## src/gma_pkg.sv

```systemverilog
// Package for the grouped mean accumulator.
// Holds the shared sizes, the cell-to-cell record type and the config register indexes.
// No dependencies.
package gma_pkg;

    localparam int MAX_GROUPS_DEF = 64;
    localparam int MAX_ITEMS_DEF  = 1048576;
    localparam int FRAC_BITS_DEF  = 16;

    localparam int VAL_W   = 32;
    localparam int GRP_W   = 6;
    localparam int GCNT_W  = 7;
    localparam int SUM_W   = 52;
    localparam int CNT_W   = 21;
    localparam int MEAN_W  = 48;
    localparam int CFG_W   = 7;
    localparam int CFG_IDX_W = 1;

    localparam logic [CFG_IDX_W-1:0] REG_SKIP_MISSING = 1'd0;
    localparam logic [CFG_IDX_W-1:0] REG_GROUP_COUNT  = 1'd1;

    // One item as it travels along the row of group cells.
    typedef struct packed {
        logic              valid;
        logic              active;
        logic              missing;
        logic [GRP_W-1:0]  group;
        logic [VAL_W-1:0]  value;
    } gma_item_t;

    // Group contents handed to the divider.
    typedef struct packed {
        logic [GRP_W-1:0]        group;
        logic signed [SUM_W-1:0] sum;
        logic [CNT_W-1:0]        count;
        logic                    voided;
        logic                    last;
    } gma_grp_t;

endpackage

```

## src/gma_cell.sv

```systemverilog
// One group cell: holds the sum, count and void mark of one group.
// Passes the item stream on to its neighbor; uses gma_pkg.
module gma_cell #(
    parameter int GROUP_ID  = 0,
    parameter int MAX_ITEMS = gma_pkg::MAX_ITEMS_DEF
) (
    input  logic                              aclk,
    input  logic                              aresetn,
    input  gma_pkg::gma_item_t                item_in,
    input  logic                              clear,
    output gma_pkg::gma_item_t                item_out,
    output logic signed [gma_pkg::SUM_W-1:0]  sum,
    output logic [gma_pkg::CNT_W-1:0]         count,
    output logic                              voided
);
    import gma_pkg::*;

    localparam logic signed [SUM_W-1:0] SUM_MAX = {1'b0, {(SUM_W-1){1'b1}}};
    localparam logic signed [SUM_W-1:0] SUM_MIN = {1'b1, {(SUM_W-1){1'b0}}};
    localparam logic [CNT_W-1:0] CNT_LIM = CNT_W'(MAX_ITEMS);

    logic signed [SUM_W-1:0] sum_reg, sum_next;
    logic [CNT_W-1:0]        cnt_reg, cnt_next;
    logic                    void_reg, void_next;
    gma_item_t               item_reg;
    logic signed [SUM_W:0]   add;
    logic                    hit;

    assign hit = item_in.valid && item_in.active && item_in.group == GRP_W'(GROUP_ID);
    assign add = {sum_reg[SUM_W-1], sum_reg} +
                 (SUM_W+1)'(signed'(item_in.value));

    always_comb begin
        sum_next  = sum_reg;
        cnt_next  = cnt_reg;
        void_next = void_reg;
        if (clear) begin
            sum_next  = '0;
            cnt_next  = '0;
            void_next = 1'b0;
        end else if (hit) begin
            if (cnt_reg < CNT_LIM) cnt_next = cnt_reg + 1'b1;
            if (item_in.missing) begin
                void_next = 1'b1;
            end else if (add[SUM_W] != add[SUM_W-1]) begin
                sum_next = add[SUM_W] ? SUM_MIN : SUM_MAX;
            end else begin
                sum_next = add[SUM_W-1:0];
            end
        end
    end

    always_ff @(posedge aclk) begin
        if (!aresetn) begin
            sum_reg  <= '0;
            cnt_reg  <= '0;
            void_reg <= 1'b0;
            item_reg <= '0;
        end else begin
            sum_reg  <= sum_next;
            cnt_reg  <= cnt_next;
            void_reg <= void_next;
            item_reg <= item_in;
        end
    end

    assign item_out = item_reg;
    assign sum      = sum_reg;
    assign count    = cnt_reg;
    assign voided   = void_reg;

    assert property (@(posedge aclk) disable iff (!aresetn)
        $past(clear) |-> cnt_reg == '0 && !void_reg)
        else $error("cell not cleared");
    assert property (@(posedge aclk) disable iff (!aresetn)
        cnt_reg <= CNT_LIM)
        else $error("count above limit");
    assert property (@(posedge aclk) disable iff (!aresetn)
        !$past(hit) && !$past(clear) |-> $stable(cnt_reg))
        else $error("count moved without item");

endmodule

```

## config.mk

```make
export PLATFORM = sky130hd
export DESIGN_NAME = gma_cell
export DESIGN_NICKNAME = d
export VERILOG_FILES = /design/src/gma_pkg.sv /design/src/gma_cell.sv
export SDC_FILE = /design/constraint.sdc
export NUM_CORES = 1
export LEC_CHECK = 0
export ABC_AREA = 1
export BUFFER_PORTS_ARGS = -buffer_cell sky130_fd_sc_hd__buf_2
export CORE_MARGIN = 5
export CORE_UTILIZATION = 30
export DETAILED_ROUTE_END_ITERATION = 10
export SLEW_MARGIN = 15
export SYNTH_ARGS = -nofsm -noshare
export SYNTH_HDL_FRONTEND = slang
export SYNTH_SLANG_ARGS = --single-unit
```

## constraint.sdc

```tcl
create_clock -name aclk -period 2.9 [get_ports aclk]
set_input_delay 0.58 -clock aclk [delete_from_list [all_inputs] [get_ports aclk]]
set_output_delay 0.58 -clock aclk [all_outputs]
set_load 0.05 [all_outputs]
```

==> summary.txt <==
Synth
  – Post-synth cell types: 38
  – Post-synthesis instance area: 7961 µm²
  – Mapped Nets: 1346
  – Area leader, netlist: dfxtp_1
  – Synth cell count leaders: nand2_1 (352), inv_1 (167), nor2_1 (125)
  – Seq/Total Area, Yosys: 28.92%
  – Yosys reg bits: 115
  – Async SR Flop Fraction: 0%
  – Post-synth top area share: 28.92%
  – Avg Inst Size Synth: 6.379 µm²
  – YS warnings: 0
  – Number of synthesized flops with an enable pin: 0
  – Main flop type after synthesis: dfxtp_1
  – Cells after Synth: 1248
  – Most numerous cell in the Yosys netlist: nand2_1
  – Top post-synthesis cells by area: dfxtp_1 (29%), nand2_1 (17%), ha_1 (8.3%)

Worst setup path
  – CP max FO: 4
  – CP max stage delay: 0.39 ns
  – Crit path kind: reg -> reg
  – Top cell by count, worst path: nand2_1
  – Crit-path cells: ha_1, inv_1, fa_1, nand3b_1, nand2_1, nand2_1, nand2_1, nand2_1, nand2_1, nand2_1, nand2_1, nand3_1, nand2_1, xor2_1, nand2_1, a21oi_1
  – Slowest stage cell, crit path: fa_1
  – Startpoint Class: register
  – Element type at the critical path end: register
  – Data required time of the worst path: 3.25 ns
  – Worst Path Arrival: 3.03 ns

Clocking
  – CTS sink cnt: 115
  – Total CTS buffers: 17
  – TritonCTS clock tree: yes
  – Hold buffers post-CTS: 0
  – Clk Latency, worst-skew pair: 0.43 ns
  – Root Buffer: clkbuf_16
  – H-tree depth: 4
  – Clock slew at reported path FFs: 0.06 ns
  – CTS Buffer Depth: 2

Drt
  – 1st-iter DRT viols: 611
  – Routed wire length: 27.67 mm
  – Vias: 8661
  – DR WL/cell: 14.93 µm
  – ANT nets after route: 0
  – First-pass DRT Iterations: 5
  – DR DRC count: 0
  – Via density per instance: 4.674

Timing
  – Fin crit period: 2.676 ns
  – Fin Hold WS: 0.3554 ns
  – Final Skew: 0.009633 ns
  – RSZ-0062 raised after global routing: false
  – Fin. Hold Viols: 0
  – Worst Max-Slew Pin Slew: 0.6169 ns
  – Relative slew slack: 58.87%
  – Max Freq: 373.7 MHz
  – Setup-failing EPs final: 0
  – Max-slew violations: 0
  – Setup TNS: 0 ns
  – Fin crit share: 92.28%

Run
  – Max-cap violations: 0

Die
  – Die Ht: 172.9 µm
  – Die Wd: 172.9 µm
  – Initial core utilization: 30.47%
  – Full die area: 29900 µm²
  – IO Count: 159
  – Rows: 59
  – Core Area: 26130 µm²

Place
  – PortBufs: 158
  – Placed Cells incl. Taps: 1821
  – Post-DP HPWL: 22.79 mm
  – GP Congestion: 0.9733

GRT
  – Pin count of the biggest net entering global routing: 65
  – Grt total ovfl: 0
  – Vias in the first global route: 8287
  – First-pass GRT wire length: 44.15 mm
  – All-Layer GR Usage: 18.19%
  – Antenna violations before repair: 0

Finish
  – Filler cell count: 2858
  – Fin util: 40.39%
  – Flip-flop count of the largest register after layout: 52
  – Synth-to-layout area growth: 32.58%
  – Non-filler cells, final: 1853
  – Net count, final: 1603
  – # diodes: 0
  – Share of layout cells above drive strength 1: 22.66%

Power
  – Psw: 0.001247 W
  – P_int: 0.003250 W
  – Clk network pwr share: 52.3%
  – Pwr/cell area: 426.0 nW/µm²
  – Part of the power in combinational logic: 11.7%
  – Leak pwr: 5.681 nW
  – Peak supply drop: 317.6 µV
  – Switching share of total power: 27.72%
  – Reg power frac: 36.0%

Min path
  – Hold Crit Class: in -> reg

Outcome
  – Status: finished clean
==> what timing repair did <==
action | 4_1_cts | 5_1_grt
buffers inserted | 0 | 0
setup endpoints to repair | 0 | 40
gates resized for setup | 0 | 2
==> cell type report <==
type | count | area (µm²) | area share (%)
multi-input combinational | 926 | 4866 | 46.10
sequential | 115 | 2302 | 21.81
timing repair buffer | 265 | 1647 | 15.60
inverter | 180 | 675.6 | 6.401
clock buffer | 17 | 425.4 | 4.030
tap | 335 | 419.2 | 3.971
clock inverter | 15 | 220.2 | 2.086
==> power by group through the flow <==
stage | Sequential (W) | Combinational (W) | Clock (W)
after global routing | 0.00162 | 0.000578 | 0.00249
after floorplan | 0.00176 | 0.000226 | 0
after CTS | 0.00162 | 0.000530 | 0.00241
after detailed placement | 0.00165 | 0.000527 | 0
final | 0.00162 | 0.000527 | 0.00235
after global placement | 0.00165 | 0.000523 | 0
==> cell usage in the layout, fill, tap and decap left out, drive strengths merged, types with 2 or more instances in the layout <==
cell    netlist  layout
nand2       356     356
buf          10     264
inv         178     185
nor2        136     136
a21oi       131     131
dfxtp       115     115
o21ai        80      80
ha           53      53
nand3        50      50
xor2         30      30
clkbuf       17      18
nand4        16      16
nor3         13      13
o21bai       12      12
xnor2        11      11
o21a          8       8
a21o          6       6
nand3b        6       6
clkinv        2       5
and3          4       4
a31oi         4       4
bufinv        0       4
nor4          2       2
a21boi        2       2
==> worst paths after layout <==
check              from          end  slack [ns]  depth (start not counted)
max              sum[0]      sum[34]        0.22                         16
min          item_in[2]  item_out[2]        0.36                          3
max reg2reg      sum[0]      sum[34]        0.22                         16
min reg2reg      voided       voided        0.45                          2
==> metrics by stage <==
stage	power, W	area, µm²	worst slack, ns
after floorplan	0.001990	7961	0.1943
after global placement	0.002175	9903	-0.1120
after detailed placement	0.002180	9903	-0.2134
after CTS	0.004555	10550	0.1993
after global routing	0.004690	10560	0.01501
final	0.004497	10560	0.2239
==> layer usage <==
| metal | part of all wire, % | GRT usage [%] | vias to the layer above |
|---|---|---|---|
| met5 | 0 | 0 | - |
| met4 | 1.7 | 4.523 | 0 |
| met3 | 5.1 | 4.105 | 34 |
| met2 | 46 | 30.55 | 223 |
| met1 | 47 | 23.77 | 3881 |
| li1 | - | - | 4523 |
==> worst max-delay path, delay by kind of cell (launching register included) <==
kind                       cells  cell delay, ns
AOI/OAI and AO/OA              1            0.13
xor gates and xnor gates       1            0.21
adders and majority gates      2            0.57
buffers and inverters          1            0.06
DFF                            1            0.34
and+or+nand+nor               11            1.29
==> kinds of logic (layout without fill, tap and decap cells) <==
family	count (synthesis)	in the layout	synth area share, %
AO/OA/AOI/OAI	247	247	17.26
XOR/XNOR	41	41	4.510
adder cells (fa/ha/maj)	54	54	8.581
buffers and inverters	207	477	10.23
flip-flops	115	115	28.92
AND/OR/NAND/NOR	584	584	30.50
(Power assumes the default switching activity.)
