## src/gma_pkg.sv

```systemverilog
// Package for the grouped mean accumulator.
// Holds the shared sizes, the cell-to-cell record type and the config register indexes.
// No dependencies.
package gma_pkg;

    localparam int MAX_GROUPS_DEF = 64;
    localparam int MAX_ITEMS_DEF  = 1048576;
    localparam int FRAC_BITS_DEF  = 16;

    localparam int VAL_W   = 32;
    localparam int GRP_W   = 6;
    localparam int GCNT_W  = 7;
    localparam int SUM_W   = 52;
    localparam int CNT_W   = 21;
    localparam int MEAN_W  = 48;
    localparam int CFG_W   = 7;
    localparam int CFG_IDX_W = 1;

    localparam logic [CFG_IDX_W-1:0] REG_SKIP_MISSING = 1'd0;
    localparam logic [CFG_IDX_W-1:0] REG_GROUP_COUNT  = 1'd1;

    // One item as it travels along the row of group cells.
    typedef struct packed {
        logic              valid;
        logic              active;
        logic              missing;
        logic [GRP_W-1:0]  group;
        logic [VAL_W-1:0]  value;
    } gma_item_t;

    // Group contents handed to the divider.
    typedef struct packed {
        logic [GRP_W-1:0]        group;
        logic signed [SUM_W-1:0] sum;
        logic [CNT_W-1:0]        count;
        logic                    voided;
        logic                    last;
    } gma_grp_t;

endpackage

```

## src/gma_div.sv

```systemverilog
// Mean unit: restoring divider, one quotient bit per cycle, with rounding and saturation.
// Uses gma_pkg.
module gma_div #(
    parameter int FRAC_BITS = gma_pkg::FRAC_BITS_DEF
) (
    input  logic                               aclk,
    input  logic                               aresetn,
    input  logic                               start,
    input  gma_pkg::gma_grp_t                  grp,
    output logic                               busy,
    output logic                               done,
    output logic signed [gma_pkg::MEAN_W-1:0]  mean,
    output logic                               missing,
    output gma_pkg::gma_grp_t                  grp_out
);
    import gma_pkg::*;

    // numerator magnitude * 2^(F+1), quotient rounded as (q+1)>>1
    localparam int NUM_W  = SUM_W + FRAC_BITS + 1;
    localparam int STEP_W = $clog2(NUM_W + 1);
    localparam logic [NUM_W-1:0] POS_LIM = NUM_W'({1'b0, {(MEAN_W-1){1'b1}}});
    localparam logic [NUM_W-1:0] NEG_LIM = NUM_W'(1) << (MEAN_W-1);

    typedef enum logic [1:0] {
        ST_IDLE = 2'b01,
        ST_RUN  = 2'b10
    } st_t;

    st_t               st_reg, st_next;
    logic [NUM_W-1:0]  num_reg, num_next;
    logic [NUM_W-1:0]  q_reg, q_next;
    logic [CNT_W:0]    rem_reg, rem_next;
    logic [STEP_W-1:0] step_reg, step_next;
    logic              done_reg, done_next;
    logic              neg_reg, neg_next;
    gma_grp_t          grp_reg, grp_next;
    logic [CNT_W:0]    trial;
    logic [SUM_W-1:0]  mag;
    logic [NUM_W-1:0]  rq, lim;

    assign mag   = grp.sum[SUM_W-1] ? SUM_W'(-grp.sum) : grp.sum;
    assign trial = {rem_reg[CNT_W-1:0], num_reg[NUM_W-1]} - {1'b0, grp_reg.count};
    assign rq    = (q_reg + 1'b1) >> 1;
    assign lim   = neg_reg ? NEG_LIM : POS_LIM;

    always_comb begin
        st_next   = st_reg;
        num_next  = num_reg;
        q_next    = q_reg;
        rem_next  = rem_reg;
        step_next = step_reg;
        done_next = 1'b0;
        neg_next  = neg_reg;
        grp_next  = grp_reg;
        case (st_reg)
            ST_IDLE: begin
                if (start) begin
                    grp_next  = grp;
                    neg_next  = grp.sum[SUM_W-1];
                    num_next  = {mag, {(FRAC_BITS+1){1'b0}}};
                    q_next    = '0;
                    rem_next  = '0;
                    step_next = STEP_W'(NUM_W);
                    if (grp.count == '0 || grp.voided) begin
                        done_next = 1'b1;
                    end else begin
                        st_next = ST_RUN;
                    end
                end
            end
            ST_RUN: begin
                num_next = num_reg << 1;
                if (!trial[CNT_W]) begin
                    rem_next = trial;
                    q_next   = {q_reg[NUM_W-2:0], 1'b1};
                end else begin
                    rem_next = {rem_reg[CNT_W-1:0], num_reg[NUM_W-1]};
                    q_next   = {q_reg[NUM_W-2:0], 1'b0};
                end
                step_next = step_reg - 1'b1;
                if (step_reg == STEP_W'(1)) begin
                    st_next   = ST_IDLE;
                    done_next = 1'b1;
                end
            end
            default: st_next = ST_IDLE;
        endcase
    end

    always_ff @(posedge aclk) begin
        if (!aresetn) begin
            st_reg   <= ST_IDLE;
            done_reg <= 1'b0;
        end else begin
            st_reg   <= st_next;
            done_reg <= done_next;
        end
        num_reg  <= num_next;
        q_reg    <= q_next;
        rem_reg  <= rem_next;
        step_reg <= step_next;
        neg_reg  <= neg_next;
        grp_reg  <= grp_next;
    end

    always_comb begin
        logic [NUM_W-1:0] m;
        m = (rq > lim) ? lim : rq;
        mean = neg_reg ? MEAN_W'(-m) : MEAN_W'(m);
        if (missing) mean = '0;
    end

    assign missing = grp_reg.count == '0 || grp_reg.voided;
    assign busy    = st_reg == ST_RUN || done_reg;
    assign done    = done_reg;
    assign grp_out = grp_reg;

    assert property (@(posedge aclk) disable iff (!aresetn)
        done_reg |-> st_reg == ST_IDLE)
        else $error("done while running");
    assert property (@(posedge aclk) disable iff (!aresetn)
        st_reg == ST_RUN |-> grp_reg.count != '0)
        else $error("divide by zero");
    assert property (@(posedge aclk) disable iff (!aresetn)
        $rose(done_reg) |-> $past(st_reg == ST_RUN) || $past(start))
        else $error("done without work");

endmodule

```

## config.mk

```make
export PLATFORM = sky130hd
export DESIGN_NAME = gma_div
export DESIGN_NICKNAME = d
export VERILOG_FILES = /design/src/gma_pkg.sv /design/src/gma_div.sv
export SDC_FILE = /design/constraint.sdc
export NUM_CORES = 1
export LEC_CHECK = 0
export BUFFER_PORTS_ARGS = -buffer_cell sky130_fd_sc_hd__buf_2
export CELL_PAD_IN_SITES_DETAIL_PLACEMENT = 1
export CELL_PAD_IN_SITES_GLOBAL_PLACEMENT = 1
export CORE_MARGIN = 1.5
export CORE_UTILIZATION = 40
export CTS_CLUSTER_SIZE = 25
export DETAILED_ROUTE_END_ITERATION = 16
export PLACE_DENSITY_LB_ADDON = 0.12
export SETUP_SLACK_MARGIN = 0.02
export SYNTH_ARGS = -nofsm -noshare
export SYNTH_HDL_FRONTEND = slang
export SYNTH_SLANG_ARGS = --single-unit
```

## constraint.sdc

```tcl
create_clock -name aclk -period 19.2 [get_ports aclk]
set_input_delay 0 -clock aclk [delete_from_list [all_inputs] [get_ports aclk]]
set_output_delay 0 -clock aclk [all_outputs]
set_load 0.02 [all_outputs]
```

==> metrics.md, run 1 <==
| Metric | Value |
|---|---|
| Status | completed |
| Via count | 13.8k |
| Min-Delay Path Class | primary input to flip-flop |
| CP Class | flip-flop to output port |
| Port Buffers | 215 |
| First-pass GRT wire length | 77.6 mm |
| Worst Setup End Kind | output port |
| EDFF count, synth | 230 |
| Worst Reg-to-Reg Cells | 13 |
| Syn Nets | 1816 |
| Initial antenna violation count | 1 |
| Syn_area_per_cell | 9.49 µm² |
| Vias per cell | 5.60 |
| Starting DRT DRC Count | 857 |
| Initial Util | 40.6% |
| Most frequent cell after synthesis | edfxtp_1 |
| CTS tree | done |
| Most used DFF post-synth | edfxtp_1 |
| Pwr Density | 123 mW/mm² |
| Reg clk slew, reported paths | 0.06 ns |
| Chip height | 201 µm |
| Gr usage total | 23.5% |
| Dpl ws | 11.77 ns |
| Syn. warnings | 0 |
| Crit-path most repeated cell | ha_1 |
| RR Startpoint | grp_out[3] |
| # IOs | 216 |
| TritonRoute pass-1 iters | 5 |
| Flip-flop count of the largest register after layout | 80 |
| Relative slew slack | 25.9% |
| Post-synthesis sequential area ratio | 44.4% |
| Post-route ant nets | 0 |
| Nets | 2088 |
| Critical Path Sink | mean[44] |
| Share of the synthesized area in the top cell type | 44.0% |
| RR Endpoint | rem_reg[16] |
| Static leakage | 7.26 nW |
| Postcts setup bufs | 0 |
| Layout Area Growth over Synthesis | 20.9% |
| Filler cells | 4425 |
| Slew Viols, Final | 0 |
| CTS Hold Bufs | 82 |
| Total Wirelength | 48.4 mm |
| PnR worst setup slack | 11.17 ns |
| RSZ-0062 raised after global routing | false |
| Slowest stage delay, CP | 0.71 ns |
| Worst vdd ir | 85.6 µV |
| Crit share post-route | 41.8% |
| Critical path depth in cells | 24 |
| Measured slew at the worst slew-check pin | 1.11 ns |
| PostCTS Resize Cnt | 0 |
| Clock latency on the worst-skew pair | 0.54 ns |
| Final hold violations | 0 |
| Setup tns final | 0 ns |
| Final setup vio count | 0 |
| WL/cell | 19.6 µm |
| Remaining DRCs | 0 |
| Critical path's slowest cell | or4_1 |
| Minimum clock period | 8.03 ns |
| Fmax | 124 MHz |
| Worst R2R Setup Slack | 15.64 ns |
| Post-synth top cells | edfxtp_1 (230), nand2_1 (180), o21ai_0 (137) |
| Yosys reg bits | 233 |
| Library cells used by synthesis | 75 |
| CP Launch Type | flip-flop |
| Max Root-Sink Buffers | 3 |
| Largest net degree at the start of global routing | 115 |
| Clk root buf | clkbuf_16 |
| Layout cells sized above 1 | 16.4% |
| Clock Skew | 0.0184 ns |
| CTS H-tree lvls | 1 |
| Die width | 201 µm |
| Crit path DAT | 8.03 ns |
| Critical path buffers and inverters | 2 |
| Count of standard-cell rows | 72 |
| Crit path required time | 19.20 ns |
| Placer Congestion | 0.868 |
| Synth async-reset ratio | 0% |
| Max-cap check violation count | 0 |
| Die Area | 0.0405 mm² |
| CORE AREA | 0.0386 mm² |
| Max FO, Critical Path | 15 |
| Mapped cell area | 0.0157 mm² |
| Synth area leaders | edfxtp_1 (44%), ha_1 (6.1%), o21ai_0 (4.4%) |
| Crit path cell chain | ha_1 > and2_1 > nand4_1 > or4_1 > nor4_1 > xor2_1 > ha_1 > nand4_1 > nor3_1 > and4_1 > a21oi_1 > nor4_1 > o211ai_1 > nor4_4 > buf_4 > nand2_1 > o21ai_0 > ha_1 > nand2_1 > or4_1 > o31ai_1 > mux2i_1 > a211oi_1 > buf_2 |
| # clock sinks | 233 |
| Yosys top cell by area | edfxtp_1 |
| Vias in the first global route | 14.1k |
| Grt ovf | 0 |
| CP top delay family | simple AND/OR/NAND/NOR gates |
| Setup crit start | q_reg[0] |
| Post-Syn Instances | 1655 |
| Detailed placer's ending HPWL | 34.2 mm |
| CTS buffer count | 26 |
-- per-stage QoR --
step,hold WS [ns],cell area (µm²),total power [mW],util [%],instances
floorplan,0.0762,15700,1.54,-,1655
global placement,0.177,17300,1.79,44.7,2335
finish,0.0232,19000,2.34,49.1,2466
global route,0.0896,19000,2.50,49.1,2465
detailed placement,0.179,17300,1.82,44.7,2335
CTS,0.0108,19000,2.35,49.1,2465
-- cell type report --
class                   instances  area [µm²]  area share (%)
clock buffers                  30         666            3.51
inverters                      93         350            1.85
multi-input cells            1253        8080            42.6
repair buffers                320        2070            10.9
flip-flops and latches        233        6970            36.7
well taps                     518         648            3.42
clock inverters                18         195            1.03
diodes                          1        2.50          0.0132
-- metal layers --
| layer | routed length, µm | global-route usage, % | up-vias |
|---|---|---|---|
| met5 | 0 | 0 | - |
| met4 | 847 | 5.69 | 0 |
| met3 | 2140 | 2.67 | 52 |
| met2 | 22800 | 39.2 | 330 |
| met1 | 22600 | 32.7 | 6731 |
| li1 | - | - | 6690 |
-- placed cells by master, fill, tap and decap left out, types with 10 or more instances in the layout --
cell / instances
edfxtp_1: 230
buf_2: 215
nand2_1: 180
o21ai_0: 136
nor2_1: 96
inv_1: 91
dlygate4sd3_1: 82
a21oi_1: 81
ha_1: 75
and2_1: 65
nand3_1: 63
xnor2_1: 63
xor2_1: 62
nand4_1: 52
nor3_1: 47
nor4_1: 35
o31ai_1: 27
clkbuf_16: 26
buf_4: 23
and3_1: 19
a211oi_1: 18
a31oi_1: 18
or3_1: 17
or2_2: 14
mux2i_1: 14
or4_1: 14
and4_1: 12
o211ai_1: 11
o41ai_1: 10
-- tightest hold or removal path, stage by stage --
cell,delay [ns]
buf_2,0.10
nand2_1,0.05
a22oi_1,0.09
o21ai_0,0.17
and2_1,0.12
-- where the power goes --
group / switching [mW] / internal [mW] / leakage (nW)
combinational: 0.628 / 0.326 / 4.60
sequential: 0.121 / 0.755 / 2.24
clock: 0.208 / 0.302 / 0.421
-- kinds of logic (layout without fill, tap and decap cells) --
group / Yosys count / in the layout / synth area share, %
flip-flops: 233 / 233 / 44.4
other: 0 / 1 / 0
multiplexers: 15 / 15 / 0.964
adder cells (fa/ha/maj): 77 / 77 / 6.18
buffers and inverters: 169 / 461 / 4.49
AO/OA/AOI/OAI: 375 / 375 / 14.9
AND/OR/NAND/NOR: 661 / 661 / 22.1
XOR/XNOR: 125 / 125 / 6.97
-- worst min-delay path by stage --
stage	depth (start not counted)	end	slack, ns	start
floorplan	1	st_reg[0]	0.08	aresetn
global placement	1	grp_out[75]	0.18	grp[75]
detailed placement	1	grp_out[76]	0.18	grp[76]
CTS	5	st_reg[1]	0.01	start
global route	5	st_reg[1]	0.09	start
finish	5	st_reg[1]	0.02	start
No activity file was read; power rests on OpenSTA's default activity.
==> run 2, diff against run 1 <==
- clock period: 19.2 -> 7.1 ns (I/O delays scaled with it)
==> run 2 against run 1 <==
Highest routed layer unchanged. Via count grew 2.0%. Combinational power grew to 2.8 times the previous value. Sequential share of layout area shrank 0.55 points. Clock skew shrank 0.010 ns. Die area is the same. Count of clock-buffer cells in the layout shrank 1. Worst setup slack lost 11 ns. Clock power grew 150%. Register-to-register slack lost 12 ns.
==> metrics.md, run 2 (synthesis results as in run 1) <==
| Metric | Value |
|---|---|
| Final Non-Filler Cells | 2493 |
| Fmax | 149 MHz |
| Count of standard-cell rows | 72 |
| Via count | 14.1k |
| Vias per cell | 5.65 |
| Initial Util | 40.6% |
| Total power | 6.32 mW |
| Final hold violations | 0 |
| CTS H-tree lvls | 1 |
| Layout cells sized above 1 | 18.7% |
| Static leakage | 7.41 nW |
| # IOs | 216 |
| Commonest non-fill, non-tap cell in the layout | edfxtp_1 |
| Total Wirelength | 49.8 mm |
| Crit share post-route | 94.6% |
| Clock Skew | 0.00796 ns |
| Chip height | 201 µm |
| Clock latency on the worst-skew pair | 0.53 ns |
| Crit path DAT | 6.72 ns |
| Nets | 2115 |
| Largest net degree at the start of global routing | 126 |
| Clk root buf | clkbuf_16 |
| Port Buffers | 215 |
| Final setup vio count | 0 |
| DP Cell Count | 2343 |
| Gr usage total | 24.3% |
| Layout Area Growth over Synthesis | 22.7% |
| Die width | 201 µm |
| Die Area | 0.0405 mm² |
| CP Launch Type | flip-flop |
| Vias in the first global route | 14.6k |
| Comb power frac | 42.5% |
| CTS buffer count | 25 |
| Status | completed |
| Remaining DRCs | 0 |
| Pwr Density | 328 mW/mm² |
| Measured slew at the worst slew-check pin | 1.11 ns |
| Placer Congestion | 0.859 |
| P_sw | 2.61 mW |
| Worst Setup End Kind | output port |
| Max Root-Sink Buffers | 3 |
| Max FO, Critical Path | 10 |
| TritonRoute pass-1 iters | 5 |
| Post-route cell area | 0.0193 mm² |
| Initial antenna violation count | 2 |
| Commonest cells after routing, fill and taps aside | edfxtp_1 (230), buf_2 (215), nand2_1 (179), o21ai_0 (135), nor2_1 (95) |
| Flop pwr share | 37.3% |
| Worst vdd ir | 271 µV |
| Max-cap check violation count | 0 |
| Slew Viols, Final | 0 |
| CTS tree | done |
| Sw Ratio | 41.3% |
| Detailed placer's ending HPWL | 34.5 mm |
| First-pass GRT wire length | 80.2 mm |
| CP Class | flip-flop to output port |
| Crit path required time | 7.10 ns |
| Min-Delay Path Class | primary input to flip-flop |
| Grt ovf | 0 |
| Minimum clock period | 6.72 ns |
| Clock power share | 20.1% |
| # clock sinks | 233 |
| Relative slew slack | 25.9% |
| Reg clk slew, reported paths | 0.06 ns |
| WL/cell | 20.0 µm |
| Starting DRT DRC Count | 738 |
| Hold Slack | 0.0727 ns |
| Flip-flop count of the largest register after layout | 80 |
| CORE AREA | 0.0386 mm² |
| P_int | 3.71 mW |
| Post-route ant nets | 0 |
| Placed Area | 0.0174 mm² |
run 2: changes by cell type in the layout (fill, tap and decap cells not counted), moves of 4 or more:
cell | before | now
xnor2_2 | 0 | 4
xnor2_1 | 63 | 59
buf_4 | 23 | 48
nor3_2 | 2 | 6
nor3_1 | 47 | 43
run 2: worst paths after layout:
kind,startpoint,endpoint,slack (ns),cells past startpoint
setup reg to reg,grp_out[3],rem_reg[17],3.26,13
setup / recovery,q_reg[0],mean[44],0.38,24
hold reg to reg,num_reg[65],num_reg[66],0.53,2
hold / removal,start,done,0.07,4
run 2: layout make-up:
class | count | area (µm²)
diodes | 2 | 5.00
clock buffers | 29 | 641
clock inverters | 17 | 138
fillers | 4405 | 19400
inverters | 93 | 350
multi-input cells | 1253 | 8200
flip-flops and latches | 233 | 6970
well taps | 518 | 648
repair buffers | 348 | 2320
run 2: repair_timing:
action / CTS / global route
endpoints found under the hold margin: 134 / 0
pin swaps: 2 / 5
buffers inserted: 5 / 15
hold buffers: 82 / 0
endpoints found under the setup margin: 18 / 24
gates resized for setup: 6 / 18
run 2: routing by layer:
layer | global-route usage [%] | part of all wire (%)
met1 | 32.3 | 45
met2 | 41.9 | 49
met3 | 2.85 | 4.0
met4 | 6.42 | 2.2
met5 | 0 | 0
run 2: metrics by stage:
step | utilization, % | setup slack [ns] | TNS [ns]
floorplan | - | 0.219 | 0
global placement | 45.0 | 0.438 | 0
detailed placement | 45.0 | 0.0802 | 0
CTS | 49.3 | 0.0218 | 0
global route | 49.8 | -0.0485 | -0.0485
finish | 49.8 | 0.383 | 0
run 2: power groups by stage:
stage                     sequential, mW  clock (mW)  combinational [mW]
after global routing                2.42        1.35                2.99
after detailed placement            2.38           0                2.56
after floorplan                     2.44           0                1.65
final                               2.36        1.27                2.69
after CTS                           2.36        1.30                2.63
after global placement              2.36           0                2.48
run 2: critical path, cell delays in order, from the launching register on:
cell	delay, ns
edfxtp_1	0.43
buf_4	0.15
nand3_1	0.11
or4_4	0.62
or4_1	0.55
nor3_2	0.22
xnor2_2	0.20
inv_1	0.09
ha_1	0.31
nand4_1	0.15
nor3_2	0.27
and4_1	0.25
a21oi_1	0.06
nor4_1	0.27
o211ai_1	0.19
nor4_4	0.27
nand2_4	0.16
o21ai_1	0.22
ha_1	0.19
nand2_1	0.11
or4_1	0.56
o31ai_1	0.25
mux2i_1	0.11
a211oi_1	0.26
buf_2	0.20
==> run 3, diff against run 2 <==
- CORE_UTILIZATION: 40 -> 35
- GPL_TIMING_DRIVEN: default -> 0
==> run 3 against run 2 <==
Non-clock buffer count is 70 higher. Final cell count is 5.5% higher. Sequential cell count stayed put. Critical path depth is 2 higher. Via count is 1.7% higher. Global-route usage is 1.4 points lower. Count of clock-buffer cells in the layout is 3 lower. Clock skew is 0.0024 ns higher. Register-to-register slack worse by 0.37 ns. Largest cell class unchanged. Largest power group unchanged.
==> metrics.md, run 3 (synthesis results as in run 1) <==
| Metric | Value |
|---|---|
| Status | completed |
| Final hold violations | 0 |
| Worst Reg-to-Reg Cells | 13 |
| Reg clk slew, reported paths | 0.06 ns |
| RSZ-0062 raised after global routing | true |
| # IOs | 216 |
| Layout cells sized above 1 | 20.8% |
| Via count | 14.3k |
| Vias in the first global route | 15.0k |
| Min-Delay Path Class | primary input to flip-flop |
| Max Root-Sink Buffers | 3 |
| Top layer in use | met4 |
| Commonest non-fill, non-tap cell in the layout | edfxtp_1 |
| Crit path DAT | 6.78 ns |
| CP Launch Type | flip-flop |
| Slew Viols, Final | 0 |
| Worst Setup End Kind | output port |
| Die width | 215 µm |
| Chip height | 215 µm |
| # clock sinks | 233 |
| Clock latency on the worst-skew pair | 0.53 ns |
| Clock power share | 19.2% |
| Met2 WL | 26.4 mm |
| Flip-flop count of the largest register after layout | 80 |
| Static leakage | 7.78 nW |
| CTS buffer count | 24 |
| Total Wirelength | 53.5 mm |
| Pwr Density | 323 mW/mm² |
| Clk root buf | clkbuf_16 |
| Initial antenna violation count | 1 |
| CTS H-tree lvls | 1 |
| Detailed placer's ending HPWL | 39.7 mm |
| Crit share post-route | 95.4% |
| Final setup vio count | 0 |
| First-pass GRT wire length | 84.7 mm |
| WL/cell | 20.4 µm |
| Count of standard-cell rows | 77 |
| Sw Ratio | 41.3% |
| Starting DRT DRC Count | 740 |
| Max FO, Critical Path | 14 |
| Max-cap check violation count | 0 |
| CP Class | flip-flop to output port |
| Post-route ant nets | 0 |
| Hold Crit Depth | 5 |
| Minimum clock period | 6.78 ns |
| Die Area | 0.0461 mm² |
| Remaining DRCs | 0 |
| Largest net degree at the start of global routing | 48 |
| TritonRoute pass-1 iters | 5 |
| Flop pwr share | 35.8% |
| Initial Util | 35.5% |
| P_sw | 2.69 mW |
| P_int | 3.82 mW |
| CTS tree | done |
| Layout Area Growth over Synthesis | 28.2% |
| Post-layout util | 45.5% |
| WL met1 | 23.8 mm |
| Nets | 2184 |
| WL met3 | 1.88 mm |
| # diodes | 0 |
| Relative slew slack | 35.2% |
| Grt ovf | 0 |
| Fmax | 148 MHz |
| Comb power frac | 45.0% |
| CORE AREA | 0.0442 mm² |
| Clock Skew | 0.0104 ns |
| Commonest cells after routing, fill and taps aside | edfxtp_1 (230), buf_2 (221), nand2_1 (177), o21ai_0 (134), nor2_1 (93) |
| Worst vdd ir | 205 µV |
| Port Buffers | 215 |
| Gr usage total | 22.9% |
| Hold Slack | 0.0236 ns |
| Vias per cell | 5.45 |
| Crit path required time | 7.10 ns |
| Measured slew at the worst slew-check pin | 0.957 ns |
| Placer Congestion | 0.916 |
## run 3: cell count changes in the layout (fill, tap and decap cells not counted), sizes merged, moves of 2 or more
cell      before  now
buf          266  279
clkbuf        29   82
clkinv        14   12
clkinvlp       2    0
diode          2    0
## run 3: worst paths after layout
kind / to / slack (ns) / from
setup / recovery: mean[44] / 0.32 / q_reg[7]
hold / removal: st_reg[1] / 0.02 / start
setup reg to reg: rem_reg[18] / 2.89 / grp_out[3]
hold reg to reg: num_reg[18] / 0.53 / num_reg[17]
## run 3: timing repair
item,in CTS,in global routing
pin swaps,19,17
hold endpoints to repair,135,0
endpoints found under the setup margin,48,16
hold buffers,83,0
setup buffers,26,13
gates resized for setup,73,28
## run 3: layout make-up
cell class / count / area [µm²]
clock inverter: 14 / 151
clock buffer: 26 / 608
multi-input combinational: 1253 / 8510
tap: 592 / 741
timing repair buffer: 348 / 2440
buffer: 70 / 355
inverter: 93 / 353
sequential: 233 / 6970
fill: 5025 / 24100
## run 3: stage by stage
stage	power [mW]	area (µm²)	setup slack, ns	setup TNS [ns]	instances
final	6.51	20100	0.324	0	2629
after global placement	4.95	17500	-2.98	-65.17	2462
after detailed placement	5.06	17800	-2.95	-70.11	2473
after global routing	6.94	20100	0.0155	0	2629
after CTS	6.48	19900	0.0543	0	2617
after floorplan	4.09	15700	0.219	0	1655
## run 3: layer usage
layer / up-vias / track usage [%]
li1: 6868 / -
met1: 7076 / 29.3
met2: 308 / 40.2
met3: 75 / 2.36
met4: 0 / 7.54
met5: - / 0
## run 3: critical path, cell delays in order, from the launching register on
cell,delay (ns)
edfxtp_1,0.32
clkbuf_4,0.19
nand4_4,0.13
or4_1,0.50
buf_4,0.19
or4_4,0.61
nor3_4,0.24
xnor2_2,0.15
inv_1,0.07
ha_1,0.30
nand4_1,0.17
nor3_4,0.26
and4_4,0.29
a21oi_2,0.07
nor4_2,0.24
o211ai_1,0.19
nor4_4,0.16
buf_4,0.20
nand2_8,0.13
o21ai_4,0.20
ha_4,0.20
nand2_4,0.10
or4_4,0.53
o31ai_2,0.25
mux2i_1,0.11
a211oi_1,0.25
buf_2,0.20
## run 3: power groups by stage
stage	sequential (mW)	clock [mW]	combinational (mW)
after CTS	2.33	1.29	2.87
after global routing	2.39	1.33	3.22
after detailed placement	2.33	0	2.73
final	2.33	1.25	2.93
after floorplan	2.44	0	1.65
after global placement	2.41	0	2.54
